## src/rtl/hkvt_pkg.sv

```systemverilog
// ---------------------------------------------------------------------------
// hkvt_pkg
// Shared constants, codes and hash helpers of the hashed key-value table.
// ---------------------------------------------------------------------------
package hkvt_pkg;

  localparam int BUCKET_BITS_MAX_DEF = 10;
  localparam int WAYS_DEF            = 4;
  localparam int KEY_BYTES_DEF       = 8;

  localparam int KEY_W  = 64;
  localparam int VAL_W  = 64;
  localparam int CFG_W  = 4;
  localparam int HASH_W = 32;
  localparam int STAT_W = 2;

  localparam logic [CFG_W-1:0] TSIZE_RESET = 4'd10;

  typedef enum logic [STAT_W-1:0] {
    STAT_OK        = 2'd0,
    STAT_NOT_FOUND = 2'd1,
    STAT_DUPLICATE = 2'd2,
    STAT_FULL      = 2'd3
  } status_t;

  typedef enum logic {
    OP_LOOKUP = 1'b0,
    OP_INSERT = 1'b1
  } opcode_t;

  typedef enum logic [2:0] {
    ST_CLEAR,
    ST_IDLE,
    ST_HASH,
    ST_BUCKET,
    ST_SCAN,
    ST_DECIDE
  } state_t;

  // One one-at-a-time round; the byte is sign-extended before the add.
  function automatic logic [HASH_W-1:0] hash_round(input logic [HASH_W-1:0] h,
                                                   input logic [7:0] b);
    logic [HASH_W-1:0] h1;
    logic [HASH_W-1:0] h2;
    h1 = h + {{(HASH_W-8){b[7]}}, b};
    h2 = h1 + (h1 << 10);
    return h2 ^ (h2 >> 6);
  endfunction

  function automatic logic [HASH_W-1:0] hash_final(input logic [HASH_W-1:0] h);
    logic [HASH_W-1:0] f1;
    logic [HASH_W-1:0] f2;
    f1 = h + (h << 3);
    f2 = f1 ^ (f1 >> 11);
    return f2 + (f2 << 15);
  endfunction

endpackage

```

## src/rtl/hkvt_hash_unit.sv

```systemverilog
// ---------------------------------------------------------------------------
// hkvt_hash_unit
// Iterative one-at-a-time hash: one byte round per cycle, then a
// finalization step. The result holds until the next start.
// ---------------------------------------------------------------------------
module hkvt_hash_unit import hkvt_pkg::*; #(
  parameter int KEY_BYTES = KEY_BYTES_DEF
) (
  input  logic              clk,
  input  logic              rst,
  input  logic              start,
  input  logic [KEY_W-1:0]  key,
  output logic              done,
  output logic [HASH_W-1:0] hash
);

  localparam int CW = $clog2(KEY_BYTES + 1);

  logic              busy;
  logic [CW-1:0]     cnt;
  logic [KEY_W-1:0]  key_sr;
  logic [HASH_W-1:0] h;

  assign done = busy && (cnt == CW'(KEY_BYTES));
  assign hash = h;

  always_ff @(posedge clk) begin
    if (rst) begin
      busy <= 1'b0;
      cnt  <= '0;
    end else if (start) begin
      busy <= 1'b1;
      cnt  <= '0;
    end else if (done) begin
      busy <= 1'b0;
    end else if (busy) begin
      cnt <= cnt + CW'(1);
    end
  end

  always_ff @(posedge clk) begin
    if (start) begin
      h      <= '0;
      key_sr <= key;
    end else if (done) begin
      h <= hash_final(h);
    end else if (busy) begin
      h      <= hash_round(h, key_sr[7:0]);
      key_sr <= key_sr >> 8;
    end
  end

endmodule

```

## config.mk

```make
export PLATFORM = sky130hd
export DESIGN_NAME = hkvt_hash_unit
export DESIGN_NICKNAME = d
export VERILOG_FILES = /design/src/rtl/hkvt_pkg.sv /design/src/rtl/hkvt_hash_unit.sv
export SDC_FILE = /design/constraint.sdc
export NUM_CORES = 1
export LEC_CHECK = 0
export ABC_AREA = 0
export BUFFER_PORTS_ARGS = -buffer_cell sky130_fd_sc_hd__buf_2
export CAP_MARGIN = 20
export CORE_ASPECT_RATIO = 1.25
export CORE_MARGIN = 1
export CORE_UTILIZATION = 55
export CTS_CLUSTER_DIAMETER = 40
export CTS_CLUSTER_SIZE = 8
export DETAILED_ROUTE_END_ITERATION = 16
export PLACE_DENSITY_LB_ADDON = 0.15
export SYNTH_ARGS = -nofsm -noshare
export SYNTH_HDL_FRONTEND = slang
export SYNTH_SLANG_ARGS = --single-unit
export TNS_END_PERCENT = 10
```

## constraint.sdc

```tcl
create_clock -name clk -period 10.3 [get_ports clk]
set_clock_uncertainty 0.15 [all_clocks]
set_input_delay 1.03 -clock clk [delete_from_list [all_inputs] [get_ports clk]]
set_output_delay 1.03 -clock clk [all_outputs]
set_load 0.005 [all_outputs]
```

==> reports/qor.txt <==
CTS Hold Bufs -> 0
Io pins -> 100
Clk pin slew, worst setup/hold paths -> 0.09 ns
Yosys Warn Count -> 0
Synthesized flop and latch total -> 101
Fin crit period -> 6.424 ns
Crit path top cell by count -> a21o_1
Post-cts sizing count -> 0
1st-pass router iterations -> 6
Unrepaired setup endpoints after global routing -> false
Mapped Cells -> 1018
Post-synthesis cell type count -> 75
Top cells by area, synth -> edfxtp_1 21%, ha_1 13%, xnor2_1 8.5%
CP top delay family -> compound AO/OA/AOI/OAI gates
DRC violations left -> 0
H-tree levels -> 3
IO buf count -> 99
Initial DRC count -> 447
Mean Syn Cell Area -> 9.190 sq um
CP max stage cell -> dfxtp_1
Top FF cell, synth -> edfxtp_1
WL per Instance -> 18.99 microns
Vias in the first global route -> 7805
CP required -> 10.40 ns
Layout cells sized above 1 -> 0.1752
CTS buffer count -> 9
Root Driver -> clkbuf_16
First-pass GRT wire length -> 40040 microns
Initial Util -> 0.5706
Max incr delay on CP -> 0.48 ns
HP Class -> flip-flop to flip-flop
Die width -> 118.7 microns
Design area -> 10360 sq um
CTS tree -> yes
Core Rows -> 52
Slew Limit Fails -> 0
Detailed placer's ending HPWL -> 19850 microns
CTS sink count -> 101
Die Area -> 17540 sq um
Largest net degree at the start of global routing -> 72
Worst slew margin -> 0.3660
Clock latency on the worst-skew pair -> 0.36 ns
Synth async-reset ratio -> 0
Post-route setup TNS -> 0 ns
Mapped Area -> 9355 sq um
Final wirelength -> 25130 microns
Synthesized net count -> 1185
N_diodes -> 0
Post-synth top area share -> 0.2054
Core ar. -> 16400 sq um
Antenna violations before repair -> 0
Hold slack -> 0.3968 ns
Arr. time, crit path -> 6.52 ns
Final period utilization -> 0.6237
Gr usage total -> 0.2933
Status -> finished, final reports clean
Clk buf depth -> 2
Syn-to-layout area delta -> 10.75%
Layout Nets -> 1269
Vias -> 7912
Worst Path Buf+Inv -> 0
Worst Setup Start Kind -> flip-flop
Worst-path fanout max -> 6
Final ANT Viol Nets -> 0
GRT Residual Overflow -> 0
Post-CTS Setup Inserts -> 0
Fmax -> 155.7 MHz
Crit. End Element -> flip-flop
Final Hold Viols -> 0
Final setup vio count -> 0
Vias per cell -> 5.980
CP Class -> flip-flop to flip-flop
Maxcap violations -> 0
Seq/Total Area, Yosys -> 0.2846
RePlAce Congestion -> 0.9192
Worst-margin pin slew -> 0.9511 ns
Die height -> 147.8 microns
Post-synth top area cell -> edfxtp_1
Placed cell areas -> 10040 sq um
Post-synth EDFFs -> 64
cells in the mapped netlist, types with 5 or more instances:
library cell and count:
o21ai_0 50, xnor2_1 91, o21bai_1 13, a211o_1 8
nand2b_1 24, nor2b_1 18, xor2_1 37, nand2_1 60
edfxtp_1 64, dfxtp_1 37, nor3b_1 5, nand3_1 17
and2_1 12, inv_1 38, a21o_1 35, a21oi_1 74
nand4_1 6, o21a_1 14, nor2_1 77, or3_1 5
o22ai_1 7, mux2_2 56, a31oi_1 13, clkbuf_1 28
nor3_1 15, o211ai_1 11, a211oi_1 13, ha_1 96
and3_1 7
layout make-up:
type                            instances  area, sq um
Clock buffer                            9        225.2
Clock inverter                          7        91.34
Fill cell                            1450         6035
Inverter                               38        142.6
Multi-Input combinational cell        848         6434
Sequential cell                       101         2663
Tap cell                              216        270.3
Timing Repair Buffer                  104        535.5
metrics by stage:
step	std cells	utilization	setup WS, ns
3_3_place_gp	1307	0.6126	4.036
3_5_place_dp	1307	0.6126	4.050
2_1_floorplan	1018	-	4.830
4_1_cts	1323	0.6319	3.997
6_report	1323	0.6319	3.876
5_1_grt	1323	0.6319	3.326
metal layers:
metal / track usage / vias to the layer above / share of wire
li1: - / 3922 / -
met1: 0.3447 / 3693 / 0.42
met2: 0.5295 / 235 / 0.50
met3: 0.03665 / 62 / 0.043
met4: 0.1354 / 0 / 0.040
met5: 0 / - / 0
cells by family (layout without fill, tap and decap cells):
group	Yosys count	after routing	share of synthesized area
AOI/OAI and AO/OA	289	289	0.2080
xor gates and xnor gates	131	131	0.1271
adders and majority gates	100	100	0.1370
buffers and inverters	69	158	0.02795
DFF	101	101	0.2846
muxes	59	59	0.07075
and+or+nand+nor	269	269	0.1447
registers in the layout (all words and copies together), names as in the netlist:
| name | flops |
|---|---|
| busy | 1 |
| cnt | 4 |
| hash | 32 |
| key_sr | 64 |
cell usage in the layout (no fill, tap or decap), types with 38 or more instances in the layout:
| cell | count |
|---|---|
| edfxtp_1 | 64 |
| nor2_1 | 77 |
| a21oi_1 | 74 |
| inv_1 | 38 |
| o21ai_0 | 50 |
| buf_2 | 98 |
| nand2_1 | 60 |
| mux2_2 | 56 |
| ha_1 | 96 |
| xnor2_1 | 91 |
worst paths after layout:
| check | from | to | slack [ns] | cells after the start |
|---|---|---|---|---|
| hold / removal | key_sr[27] | key_sr[19] | 0.40 | 1 |
| setup reg to reg | hash[13] | hash[31] | 3.88 | 26 |
| hold reg to reg | key_sr[27] | key_sr[19] | 0.40 | 1 |
| setup / recovery | hash[13] | hash[31] | 3.88 | 26 |
Power is left out: the tool's default activity adds up to more than one toggle a clock period on the data nets, which glitch-free logic cannot reach.
